**src/rtl/sicr_pkg.sv**
```systemverilog
// ----------------------------------------------------------------------------
// sicr_pkg
// Types, constants and helpers shared by the serial command responder.
// ----------------------------------------------------------------------------
package sicr_pkg;

  localparam int PKT_BYTES  = 4;   // packet slots in use (2..4)
  localparam int VPIN_COUNT = 64;  // virtual pins held in the value store
  localparam int VPIN_AW    = 6;   // address bits of the value store
  localparam int MAX_RES    = 5;   // most results one received byte can cause
  localparam int CNT_W      = 3;   // holds 0..MAX_RES
  localparam int ID_W       = 4;

  typedef enum logic [1:0] {
    KIND_REPLY  = 2'd0,
    KIND_DDRIVE = 2'd1,
    KIND_ADRIVE = 2'd2
  } kind_t;

  typedef logic [3:0][7:0] pkt_t;

  typedef struct packed {
    kind_t       kind;
    logic [7:0]  tx;
    logic [6:0]  pin;
    logic [13:0] value;
  } res_t;

  typedef res_t [MAX_RES-1:0] res_list_t;

  // Write request into the virtual pin store.
  typedef struct packed {
    logic               en;
    logic [VPIN_AW-1:0] addr;
    logic [13:0]        data;
  } vwr_t;

  function automatic res_t mk_reply(input logic [7:0] tx);
    res_t r;
    r.kind  = KIND_REPLY;
    r.tx    = tx;
    r.pin   = '0;
    r.value = '0;
    return r;
  endfunction

  function automatic res_t mk_drive(input kind_t kind, input logic [6:0] pin,
                                    input logic [13:0] value);
    res_t r;
    r.kind  = kind;
    r.tx    = '0;
    r.pin   = pin;
    r.value = value;
    return r;
  endfunction

endpackage

```
**src/rtl/sicr_frame.sv**
```systemverilog
// ----------------------------------------------------------------------------
// sicr_frame
// Packet framing: collects received bytes into the packet slots and returns
// the slots as they stand after the current byte.
// ----------------------------------------------------------------------------
module sicr_frame import sicr_pkg::*; (
  input  logic       clk,
  input  logic       rst_n,
  input  logic       accept,
  input  logic [7:0] rx_byte,
  output pkt_t       pkt_snap,
  output logic       pkt_end
);

  localparam logic [1:0] LAST_SLOT = 2'(PKT_BYTES - 1);

  pkt_t       pkt_r, pkt_nxt;
  logic [1:0] pos_r, pos_nxt;
  logic [1:0] pos_c;

  assign pos_c = (pos_r > LAST_SLOT) ? LAST_SLOT : pos_r;

  always_comb begin
    pkt_nxt = pkt_r;
    pos_nxt = pos_r;
    if (accept) begin
      if (rx_byte[7]) begin
        // End byte: drop the end flag and clear the slots after it.
        for (int i = 0; i < 4; i++) begin
          if (2'(i) == pos_c) begin
            pkt_nxt[i] = {1'b0, rx_byte[6:0]};
          end else if (2'(i) > pos_c) begin
            pkt_nxt[i] = '0;
          end
        end
        pos_nxt = '0;
      end else begin
        pkt_nxt[pos_c] = rx_byte;
        pos_nxt = (pos_c < LAST_SLOT) ? pos_c + 2'd1 : pos_c;
      end
    end
  end

  always_ff @(posedge clk) begin
    if (!rst_n) begin
      pkt_r <= '0;
      pos_r <= '0;
    end else begin
      pkt_r <= pkt_nxt;
      pos_r <= pos_nxt;
    end
  end

  assign pkt_snap = pkt_nxt;
  assign pkt_end  = rx_byte[7];

endmodule

```
**src/rtl/sicr_exec.sv**
```systemverilog
// ----------------------------------------------------------------------------
// sicr_exec
// Command decode: turns one framed packet into its drive action, its store
// write and its reply bytes.
// ----------------------------------------------------------------------------
module sicr_exec import sicr_pkg::*; (
  input  pkt_t             pkt,
  input  logic             pkt_end,
  input  logic [ID_W-1:0]  own_id,
  input  logic [63:0]      pin_levels,
  input  logic [9:0]       analog_sample,
  input  logic [13:0]      vpin_value,
  output res_list_t        res_list,
  output logic [CNT_W-1:0] res_cnt,
  output vwr_t             vwr
);

  logic [7:0]       b0, b1, b2, b3;
  logic [7:0]       r1, r2, r3;
  logic [13:0]      val;
  logic             vidx_ok;
  logic [CNT_W-1:0] n;

  assign b0 = pkt[0];
  assign b1 = pkt[1];
  assign b2 = pkt[2];
  assign b3 = pkt[3];
  assign vidx_ok = 7'(b1[5:0]) < 7'(VPIN_COUNT);

  always_comb begin
    res_list = '0;
    vwr      = '0;
    n        = '0;
    r1       = b1;
    r2       = b2;
    r3       = b3;
    val      = '0;
    if (pkt_end && !b0[4] && (b0[3:0] == own_id)) begin
      if (b0[6]) begin
        if (b0[5]) begin
          r1 = {1'b1, pin_levels[b1[5:0]], b1[5:0]};
        end else begin
          res_list[n] = mk_drive(KIND_DDRIVE, {1'b0, b1[5:0]}, {13'b0, b1[6]});
          n = n + 1'b1;
          r1 = {1'b1, b1[6:0]};
        end
      end else if (b0[5]) begin
        // Pins 64 and up are virtual and come from the store.
        if (b1[6]) begin
          val = vidx_ok ? vpin_value : '0;
        end else begin
          val = {4'b0, analog_sample};
        end
        if (val > 14'h7F) begin
          r2 = {1'b0, val[6:0]};
          r3 = {1'b1, val[13:7]};
        end else begin
          r2 = {1'b1, val[6:0]};
          r3 = '0;
        end
      end else begin
        val = {b3[6:0], b2[6:0]};
        if (b1[6]) begin
          vwr.en   = vidx_ok;
          vwr.addr = b1[5:0];
          vwr.data = val;
        end else begin
          res_list[n] = mk_drive(KIND_ADRIVE, b1[6:0], val);
          n = n + 1'b1;
        end
      end
      res_list[n] = mk_reply(b0 | 8'h10);
      n = n + 1'b1;
      res_list[n] = mk_reply(r1);
      n = n + 1'b1;
      if (r2 != 8'h00) begin
        res_list[n] = mk_reply(r2);
        n = n + 1'b1;
      end
      if (r3 != 8'h00) begin
        res_list[n] = mk_reply(r3);
        n = n + 1'b1;
      end
    end
    res_cnt = n;
  end

endmodule

```
**src/rtl/serial_io_command_responder_unit.sv**
```systemverilog
// ----------------------------------------------------------------------------
// serial_io_command_responder_unit
// Frames received serial bytes into command packets, executes the ones
// addressed to this node and emits drive actions and reply bytes.
//
// Usage:
// - Input channel (in_*): one received byte per transfer, together with the
//   current pin levels and converter sample used if that byte ends a packet.
// - Result channel (out_*): one result per transfer; out_last marks the final
//   result caused by an input byte. Bytes that cause no result give none.
// - cfg_wr_en/cfg_wr_data set the node ID; write only while the block is idle.
// Each byte is held in the input register and its results then in the result
// register, which sends them one at a time over the single result port (none,
// or two to five per byte). The next byte is taken while the results of the
// previous one are still being delivered.
// Reset (synchronous, active low) clears the packet slots, the node ID and
// the virtual pin store (per-entry valid bits, no clearing pass).
// When out_stall is high the current result holds, and once the byte in the
// input register is waiting too, in_stall rises.
// ----------------------------------------------------------------------------
module serial_io_command_responder_unit import sicr_pkg::*; (
  input  logic              clk,
  input  logic              rst_n,
  // input channel
  input  logic              in_valid,
  output logic              in_stall,
  input  logic [7:0]        in_rx_byte,
  input  logic [63:0]       in_pin_levels,
  input  logic [9:0]        in_analog_sample,
  // result channel
  output logic              out_valid,
  input  logic              out_stall,
  output logic [1:0]        out_result_kind,
  output logic [7:0]        out_tx_byte,
  output logic [6:0]        out_pin_number,
  output logic [13:0]       out_drive_value,
  output logic              out_last,
  // configuration
  input  logic              cfg_wr_en,
  input  logic [ID_W-1:0]   cfg_wr_data
);

  logic [ID_W-1:0]     own_id_r;

  logic                in_xfer, out_xfer, s1_adv;
  pkt_t                pkt_snap;
  logic                pkt_end;
  logic [VPIN_AW-1:0]  rd_addr;

  // Input register
  logic                s1_valid_r;
  pkt_t                s1_pkt_r;
  logic                s1_end_r;
  logic [63:0]         s1_levels_r;
  logic [9:0]          s1_sample_r;
  logic [13:0]         s1_mem_r;
  logic                s1_vld_r;
  logic                s1_fwd_r;
  logic [13:0]         s1_fwd_data_r;
  logic [13:0]         vpin_value;

  // Virtual pin store
  logic [13:0]         vmem [VPIN_COUNT];
  logic [VPIN_COUNT-1:0] vld_r;

  // Result register
  res_list_t           ent_r;
  logic [CNT_W-1:0]    cnt_r;

  res_list_t           res_list;
  logic [CNT_W-1:0]    res_cnt;
  vwr_t                vwr;

  assign out_valid = (cnt_r != '0);
  assign out_xfer  = out_valid && !out_stall;
  assign s1_adv    = s1_valid_r && ((cnt_r == '0) || (out_xfer && (cnt_r == CNT_W'(1))));
  assign in_stall  = s1_valid_r && !s1_adv;
  assign in_xfer   = in_valid && !in_stall;

  always_ff @(posedge clk) begin
    if (!rst_n) begin
      own_id_r <= '0;
    end else if (cfg_wr_en) begin
      own_id_r <= cfg_wr_data;
    end
  end

  sicr_frame u_frame (
    .clk      (clk),
    .rst_n    (rst_n),
    .accept   (in_xfer),
    .rx_byte  (in_rx_byte),
    .pkt_snap (pkt_snap),
    .pkt_end  (pkt_end)
  );

  assign rd_addr = pkt_snap[1][VPIN_AW-1:0];

  always_ff @(posedge clk) begin
    if (!rst_n) begin
      s1_valid_r <= 1'b0;
    end else if (in_xfer) begin
      s1_valid_r <= 1'b1;
    end else if (s1_adv) begin
      s1_valid_r <= 1'b0;
    end
  end

  // A store write from the byte leaving the input register is forwarded to
  // the read of the byte entering it in the same cycle.
  always_ff @(posedge clk) begin
    if (in_xfer) begin
      s1_pkt_r      <= pkt_snap;
      s1_end_r      <= pkt_end;
      s1_levels_r   <= in_pin_levels;
      s1_sample_r   <= in_analog_sample;
      s1_mem_r      <= vmem[rd_addr];
      s1_vld_r      <= vld_r[rd_addr];
      s1_fwd_r      <= s1_adv && vwr.en && (vwr.addr == rd_addr);
      s1_fwd_data_r <= vwr.data;
    end
  end

  assign vpin_value = s1_fwd_r ? s1_fwd_data_r : (s1_vld_r ? s1_mem_r : 14'd0);

  always_ff @(posedge clk) begin
    if (s1_adv && vwr.en) begin
      vmem[vwr.addr] <= vwr.data;
    end
  end

  always_ff @(posedge clk) begin
    if (!rst_n) begin
      vld_r <= '0;
    end else if (s1_adv && vwr.en) begin
      vld_r[vwr.addr] <= 1'b1;
    end
  end

  sicr_exec u_exec (
    .pkt           (s1_pkt_r),
    .pkt_end       (s1_end_r),
    .own_id        (own_id_r),
    .pin_levels    (s1_levels_r),
    .analog_sample (s1_sample_r),
    .vpin_value    (vpin_value),
    .res_list      (res_list),
    .res_cnt       (res_cnt),
    .vwr           (vwr)
  );

  always_ff @(posedge clk) begin
    if (!rst_n) begin
      cnt_r <= '0;
    end else if (s1_adv) begin
      cnt_r <= res_cnt;
    end else if (out_xfer) begin
      cnt_r <= cnt_r - 1'b1;
    end
  end

  // Results leave from entry zero; the rest shift down after each transfer.
  always_ff @(posedge clk) begin
    if (s1_adv) begin
      ent_r <= res_list;
    end else if (out_xfer) begin
      for (int i = 0; i < MAX_RES - 1; i++) begin
        ent_r[i] <= ent_r[i+1];
      end
    end
  end

  assign out_result_kind = ent_r[0].kind;
  assign out_tx_byte     = ent_r[0].tx;
  assign out_pin_number  = ent_r[0].pin;
  assign out_drive_value = ent_r[0].value;
  assign out_last        = (cnt_r == CNT_W'(1));

  a_cnt_range: assert property (@(posedge clk) disable iff (!rst_n)
    cnt_r <= CNT_W'(MAX_RES))
    else $error("result count out of range");

  a_store_write: assert property (@(posedge clk) disable iff (!rst_n)
    (s1_adv && vwr.en) |-> s1_end_r)
    else $error("store write from a byte that does not end a packet");

  a_drain: assert property (@(posedge clk) disable iff (!rst_n)
    (out_xfer && (cnt_r == CNT_W'(1)) && !s1_valid_r) |=> (cnt_r == '0))
    else $error("results left after the last transfer");

  a_stall_cause: assert property (@(posedge clk) disable iff (!rst_n)
    in_stall |-> (s1_valid_r && out_valid))
    else $error("input stalled while the result register is free");

endmodule
```
**config.mk**
```make
export PLATFORM = sky130hd
export DESIGN_NAME = serial_io_command_responder_unit
export DESIGN_NICKNAME = d
export VERILOG_FILES = /design/src/rtl/sicr_pkg.sv /design/src/rtl/sicr_frame.sv /design/src/rtl/sicr_exec.sv /design/src/rtl/serial_io_command_responder_unit.sv
export SDC_FILE = /design/constraint.sdc
export NUM_CORES = 1
export LEC_CHECK = 0
export BUFFER_PORTS_ARGS = -buffer_cell sky130_fd_sc_hd__buf_4
export CELL_PAD_IN_SITES_DETAIL_PLACEMENT = 0
export CELL_PAD_IN_SITES_GLOBAL_PLACEMENT = 1
export CORE_AREA = 2 2 366 368
export CTS_CLUSTER_DIAMETER = 200
export DETAILED_ROUTE_END_ITERATION = 16
export DIE_AREA = 0 0 368 370
export PLACE_DENSITY_LB_ADDON = 0.1
export RECOVER_POWER = 50
export SLEW_MARGIN = 20
export SYNTH_ARGS = -nofsm -noshare
export SYNTH_HDL_FRONTEND = slang
export SYNTH_HIERARCHICAL = 1
export SYNTH_SLANG_ARGS = --single-unit
```
**constraint.sdc**
```tcl
create_clock -name clk -period 16.05 [get_ports clk]
set_clock_uncertainty 0.1 [all_clocks]
set_input_delay 2.4075 -clock clk [delete_from_list [all_inputs] [get_ports clk]]
set_output_delay 2.4075 -clock clk [all_outputs]
set_load 0.02 [all_outputs]
```
==> results.cfg, run 1 <==
[critical_path]
reg2reg_depth = 12
worst-r2r-setup-slack_ns = 8.65
worstSetupEndpoint = s1_pkt_r[29]
worst_setup_path_start_kind = input pin
worst_setup_path_end_kind = flip-flop
crit_type = in2reg
rr_endpoint = s1_pkt_r[29]
slowest_delay_ns = 2.57
reg2reg_from = cnt_r[0]
path_common_cell = clkbuf_1
crit_arrival_ns = 8.61
crit_start = out_stall
cp.required_ns = 16.44
path_max_fanout = 48
path_cells = clkbuf_1 -> inv_1 -> a21oi_1 -> nor2b_1 -> clkbuf_1 -> clkbuf_1 -> inv_1 -> o21ai_0 -> nand2_1
cp_slowest_cell = clkbuf_1

[global_routing]
grt-ovfl-total = 0
antenna_found_initial = 4
grt_max_degree = 146
grt_pass1_vias = 28700
grt_pass1_wl_um = 207000
track_usage_pct = 21.1

[timing]
period_share_pct = 51.2
fin_tns_setup_ns = 0
max_freq_ghz = 0.122
slew_viol_final = 1437
tightest_slew_ns = 4.43
rsz0062_at_grt = false
worst_slack_ns = 7.84
slew_headroom_pct = -196
setup_viol = 0
period_needed_ns = 8.21
hold_viol = 0

[power]
p_leak_nw = 17.8
power_density_nw_per_um2 = 139
vdd_drop_max_uv = 104

[die]
die_height_um = 370
start_util_pct = 39.7
coreArea_um2 = 132000
rows = 134
dieArea_um2 = 136000
num_io_pins = 125
die_w_um = 368

[route]
num_vias = 28500
wire_per_inst_um = 27.1
dr.pass1.iters = 5
dr.first_iter.drc_count = 2608
drcViolationCount = 0
via_per_inst = 5.35
antenna_left = 0
wirelength_um = 144000

[synthesis]
yosys_warnings = 6
synth_most_common_cell = edfxtp_1
synth_common_cells = edfxtp_1, nand2_1, mux2i_1
ys_seq_area_share_pct = 71.9
syn_area_um2 = 52600
ys_types = 72
synth_top_area_share_pct = 67.8
synth_seq_cells = 1294
synth-edff-count = 1188
async_flop_share_pct = 0
synthFlopType = edfxtp_1
syn_inst = 3301
syn_area_per_cell_um2 = 15.9
synth_top_area_cell = edfxtp_1
synth.top_cells.by_area = edfxtp_1, mux2i_1, mux4_2

[cells_and_area]
final_cells = 5329
final_area_um2 = 59400
syn_to_final_growth_pct = 12.9
nets = 3542
num-fill-cells = 11700
fin_util_pct = 44.8
drive_above_1_share_pct = 16.2

[clocking]
cts_tree = done
cts_setup_buffers = 0
clkTransAtPathRegs_ns = 0.05
cts_made_buffers = 142
clock-root-buffer = clkbuf_16
cts_resized = 0
cts_hold_buffers = 0
cts_buffer_depth = 3
worstSkewPairLatency_ns = 0.76
cts_sinks = 1294
h-tree-depth = 4

[place]
place_ws_ns = 8.77
place_congestion = 0.829
dp.cells = 5068
place_area_um2 = 55000
hpwl_um = 87800
portBuffers = 124

[run_status]
outcome = finished with violations
failed_checks = capacitance limit, slew limit

[worst_hold_path]
min_path_cells = 1
hold_class = reg2reg

[job]
cap_violations = 26
[critical path: cells and delay by family]
family	cells	cell delay [ns]
and+or+nand+nor	2	0.45
buffers and inverters	5	5.15
AOI/OAI and AO/OA	2	0.58
[power by group]
group | internal, mW | switching, mW | leakage [nW]
combinational | 0.268 | 0.641 | 5.45
clock | 1.90 | 1.32 | 2.24
sequential | 4.01 | 0.0993 | 10.1
[stage by stage]
stage	total power, mW	hold WS, ns
after CTS	8.37	0.366
after global placement	5.13	0.342
final	8.24	0.362
after detailed placement	5.14	0.352
after floorplan	4.90	0.335
after global routing	8.58	0.373
[how the worst min path moves through the flow]
stage | from | to | slack (ns)
after floorplan | vld_r[36] | vld_r[36] | 0.34
after global placement | vld_r[49] | vld_r[49] | 0.34
after detailed placement | vld_r[54] | vld_r[54] | 0.35
after CTS | vld_r[54] | vld_r[54] | 0.37
after global routing | vld_r[60] | vld_r[60] | 0.37
final | vld_r[42] | vld_r[42] | 0.36
[cells in the final DEF (no fill, tap or decap), types with 9 or more instances in the layout]
master | netlist | routed
inv_1 | 22 | 22
nand2_1 | 486 | 484
bufinv_16 | 0 | 10
and3_1 | 25 | 25
buf_4 | 154 | 82
nor2_1 | 100 | 73
mux2i_1 | 282 | 282
clkinv_1 | 0 | 19
nor2_2 | 2 | 21
a21oi_1 | 69 | 68
nor3_1 | 16 | 15
nand4_1 | 16 | 16
a22o_1 | 19 | 19
edfxtp_1 | 1188 | 1188
clkbuf_1 | 78 | 99
nor2b_1 | 29 | 24
clkbuf_8 | 0 | 15
a211o_1 | 9 | 9
clkbuf_4 | 0 | 71
and2_1 | 45 | 29
clkbuf_16 | 0 | 145
conb_1 | 1 | 93
a22oi_1 | 118 | 118
o221ai_1 | 9 | 9
clkinv_2 | 0 | 15
o22ai_1 | 25 | 25
a221oi_1 | 9 | 9
mux4_2 | 118 | 118
o21ai_0 | 30 | 30
nand3_1 | 30 | 30
o21a_1 | 65 | 65
a211oi_1 | 29 | 29
mux2_2 | 36 | 29
dfxtp_1 | 106 | 106
[sequential cells by signal, summed over array words and instances, names as in the netlist, 3 cells and up]
signal / flops
vmem: 896
ent_r: 124
s1_levels_r: 64
vld_r: 64
s1_pkt_r: 32
u_frame/pkt_r: 32
out_drive_value: 14
s1_fwd_data_r: 14
s1_mem_r: 14
s1_sample_r: 10
out_tx_byte: 8
out_pin_number: 7
own_id_r: 4
cnt_r: 3
[metal layers]
metal / part of all wire (%) / vias to the layer above / global-route usage, % / wire length [um]
li1: - / 12700 / - / -
met1: 43 / 14800 / 28.2 / 61600
met2: 50 / 804 / 35.9 / 71800
met3: 5.2 / 206 / 3.46 / 7540
met4: 2.4 / 0 / 5.69 / 3400
met5: 0 / - / 0 / 0
[area by class of cell]
| cell class | instances | area [um^2] | area share [%] |
|---|---|---|---|
| timing repair buffer | 219 | 1480 | 2.50 |
| inverter | 23 | 87.6 | 0.147 |
| clock buffer | 198 | 3980 | 6.70 |
| antenna | 2 | 5.00 | 0.00843 |
| multi-input combinational | 1766 | 13200 | 22.2 |
| clock inverter | 59 | 627 | 1.06 |
| sequential | 1294 | 37800 | 63.6 |
| tap | 1768 | 2210 | 3.72 |
[kinds of logic (layout without fill, tap and decap cells)]
logic type	after synthesis	count (layout)	share of synthesized area [%]
flops	1294	1294	71.9
simple gates	799	799	6.82
mux	436	436	11.2
compound gates	424	424	5.81
buf+inv	333	499	4.05
xor+xnor	9	9	0.150
fa+ha+maj	5	5	0.119
other cells	1	95	0.00713
No activity file was read; power rests on OpenSTA's default activity.
==> inputs of run 2 (changes only) <==
==> constraint.sdc (replaced) <==
create_clock -name clk -period 8.55 [get_ports clk]
set_clock_uncertainty 0.1 [all_clocks]
set_input_delay 1.2825 -clock clk [delete_from_list [all_inputs] [get_ports clk]]
set_output_delay 1.2825 -clock clk [all_outputs]
set_load 0.02 [all_outputs]
==> run 2 against run 1 <==
  * The run still ends with capacitance limit, slew limit left
  * Hold slack worse by 0.0032 ns
  * Sequential share of layout area grew 0.081 points
  * First-iteration DRC count shrank 3.0%
  * Global-route usage decreased by 0.57 points
  * Non-clock buffer count is 20 lower
  * Via count is 0.74% lower
  * Clock-buffer cell count shrank 2
  * Wire length fell by 3.1%
  * Critical path depth decreased by 2
  * Design area fell by 0.13%
  * Critical endpoint is now vmem[54][9]
==> results.cfg, run 2 (same netlist as run 1, synthesis figures left out) <==
[run_status]
outcome = finished with violations
failed_checks = capacitance limit, slew limit

[route]
dr.pass1.iters = 7
antenna_left = 0
dr.first_iter.drc_count = 2531
num_vias = 28300
drcViolationCount = 0
wire_per_inst_um = 26.3
wirelength_um = 140000
via_per_inst = 5.33

[timing]
slew_viol_final = 1061
period_needed_ns = 6.41
rsz0062_at_grt = false
setup_viol = 0
tightest_slew_ns = 4.07
hold_viol = 0
worst_slack_ns = 2.14
period_share_pct = 74.9
fin_tns_setup_ns = 0
max_freq_ghz = 0.156
slew_headroom_pct = -172

[cells_and_area]
drive_above_1_share_pct = 16.6
regArea_um2 = 37800
largest_reg_flops = 896
mostFrequentLayoutCells = edfxtp_1, nand2_1, mux2i_1
multiInputGateArea_um2 = 13300
nets = 3524
top_regs = vmem (896), ent_r (124)
final_common_cell = edfxtp_1
syn_to_final_growth_pct = 12.8
final_cells = 5310
regMostFlops = vmem
num-fill-cells = 11600
final_area_um2 = 59300

[place]
dp.cells = 5049
place_ws_ns = 2.74
place_area_um2 = 54900
hpwl_um = 85800
portBuffers = 124
place_congestion = 0.829

[die]
die_height_um = 370
start_util_pct = 39.7
die_w_um = 368
rows = 134
num_io_pins = 125
dieArea_um2 = 136000
coreArea_um2 = 132000

[power]
power_density_nw_per_um2 = 260
sw_frac_of_total_pct = 24.9
clkPwrFrac_pct = 39.1
p_int_mw = 11.6
p_sw_mw = 3.84
power_frac_seq_pct = 50.1
p_leak_nw = 17.8
vdd_drop_max_uv = 181
power_mw = 15.4
power_frac_comb_pct = 10.9

[critical_path]
cp.required_ns = 8.51
crit_arrival_ns = 6.37
worst_setup_path_start_kind = flip-flop
path_max_fanout = 65
worst_setup_path_end_kind = flip-flop
crit_type = reg2reg

[clocking]
h-tree-depth = 4
cts_made_buffers = 144
cts_setup_buffers = 0
clkTransAtPathRegs_ns = 0.06
cts_buffer_depth = 3
clock-root-buffer = clkbuf_16
worstSkewPairLatency_ns = 0.77
cts_hold_buffers = 0
cts_sinks = 1294
cts_resized = 0
cts_tree = done

[global_routing]
grt-ovfl-total = 0
grt_max_degree = 153
grt_pass1_vias = 28800
track_usage_pct = 20.6
grt_pass1_wl_um = 204000
antenna_found_initial = 3

[job]
cap_violations = 18

[worst_hold_path]
hold_class = reg2reg
run 2: through the flow:
stage | utilization (%) | hold WS [ns]
finish | 44.8 | 0.358
global placement | 41.4 | 0.341
CTS | 44.9 | 0.361
detailed placement | 41.5 | 0.348
floorplan | - | 0.335
global route | 44.8 | 0.375
run 2: power by group through the flow:
stage | Sequential [mW] | Clock [mW] | Combinational [mW]
after CTS | 7.71 | 6.17 | 1.77
after floorplan | 7.82 | 0 | 1.33
after detailed placement | 7.84 | 0 | 1.77
after global placement | 7.83 | 0 | 1.75
final | 7.72 | 6.02 | 1.67
after global routing | 7.77 | 6.43 | 1.86
run 2: layout make-up:
type,count,share of cell area (%)
Sequential cell,1294,63.7
Inverter,23,0.154
Clock buffer,196,6.70
Timing Repair Buffer,199,2.26
Clock inverter,63,1.03
Multi-Input combinational cell,1766,22.4
Tap cell,1768,3.73
Antenna cell,1,0.00422
run 2: worst paths after layout:
path	startpoint	to	slack [ns]	cells past startpoint
max	s1_pkt_r[0]	vmem[54][9]	2.14	7
min	vld_r[38]	vld_r[38]	0.36	1
max reg2reg	s1_pkt_r[0]	vmem[54][9]	2.14	7
min reg2reg	vld_r[38]	vld_r[38]	0.36	1
run 2: critical path, cell delays in order, from the launching register on:
cell and delay [ns]:
edfxtp_1 0.44, a222oi_1 0.43, nand3_1 0.12, clkbuf_1 0.71, nor3_1 0.43, clkbuf_1 0.69, and2_2 0.27, clkbuf_1 2.42
run 2: per-layer routing:
metal  up-vias  track usage [%]  share of wire (%)
li1      12700                -                  -
met1     14600             28.0                 44
met2       801             33.7                 48
met3       183             3.88                5.4
met4         0             5.71                2.4
met5         -                0                  0
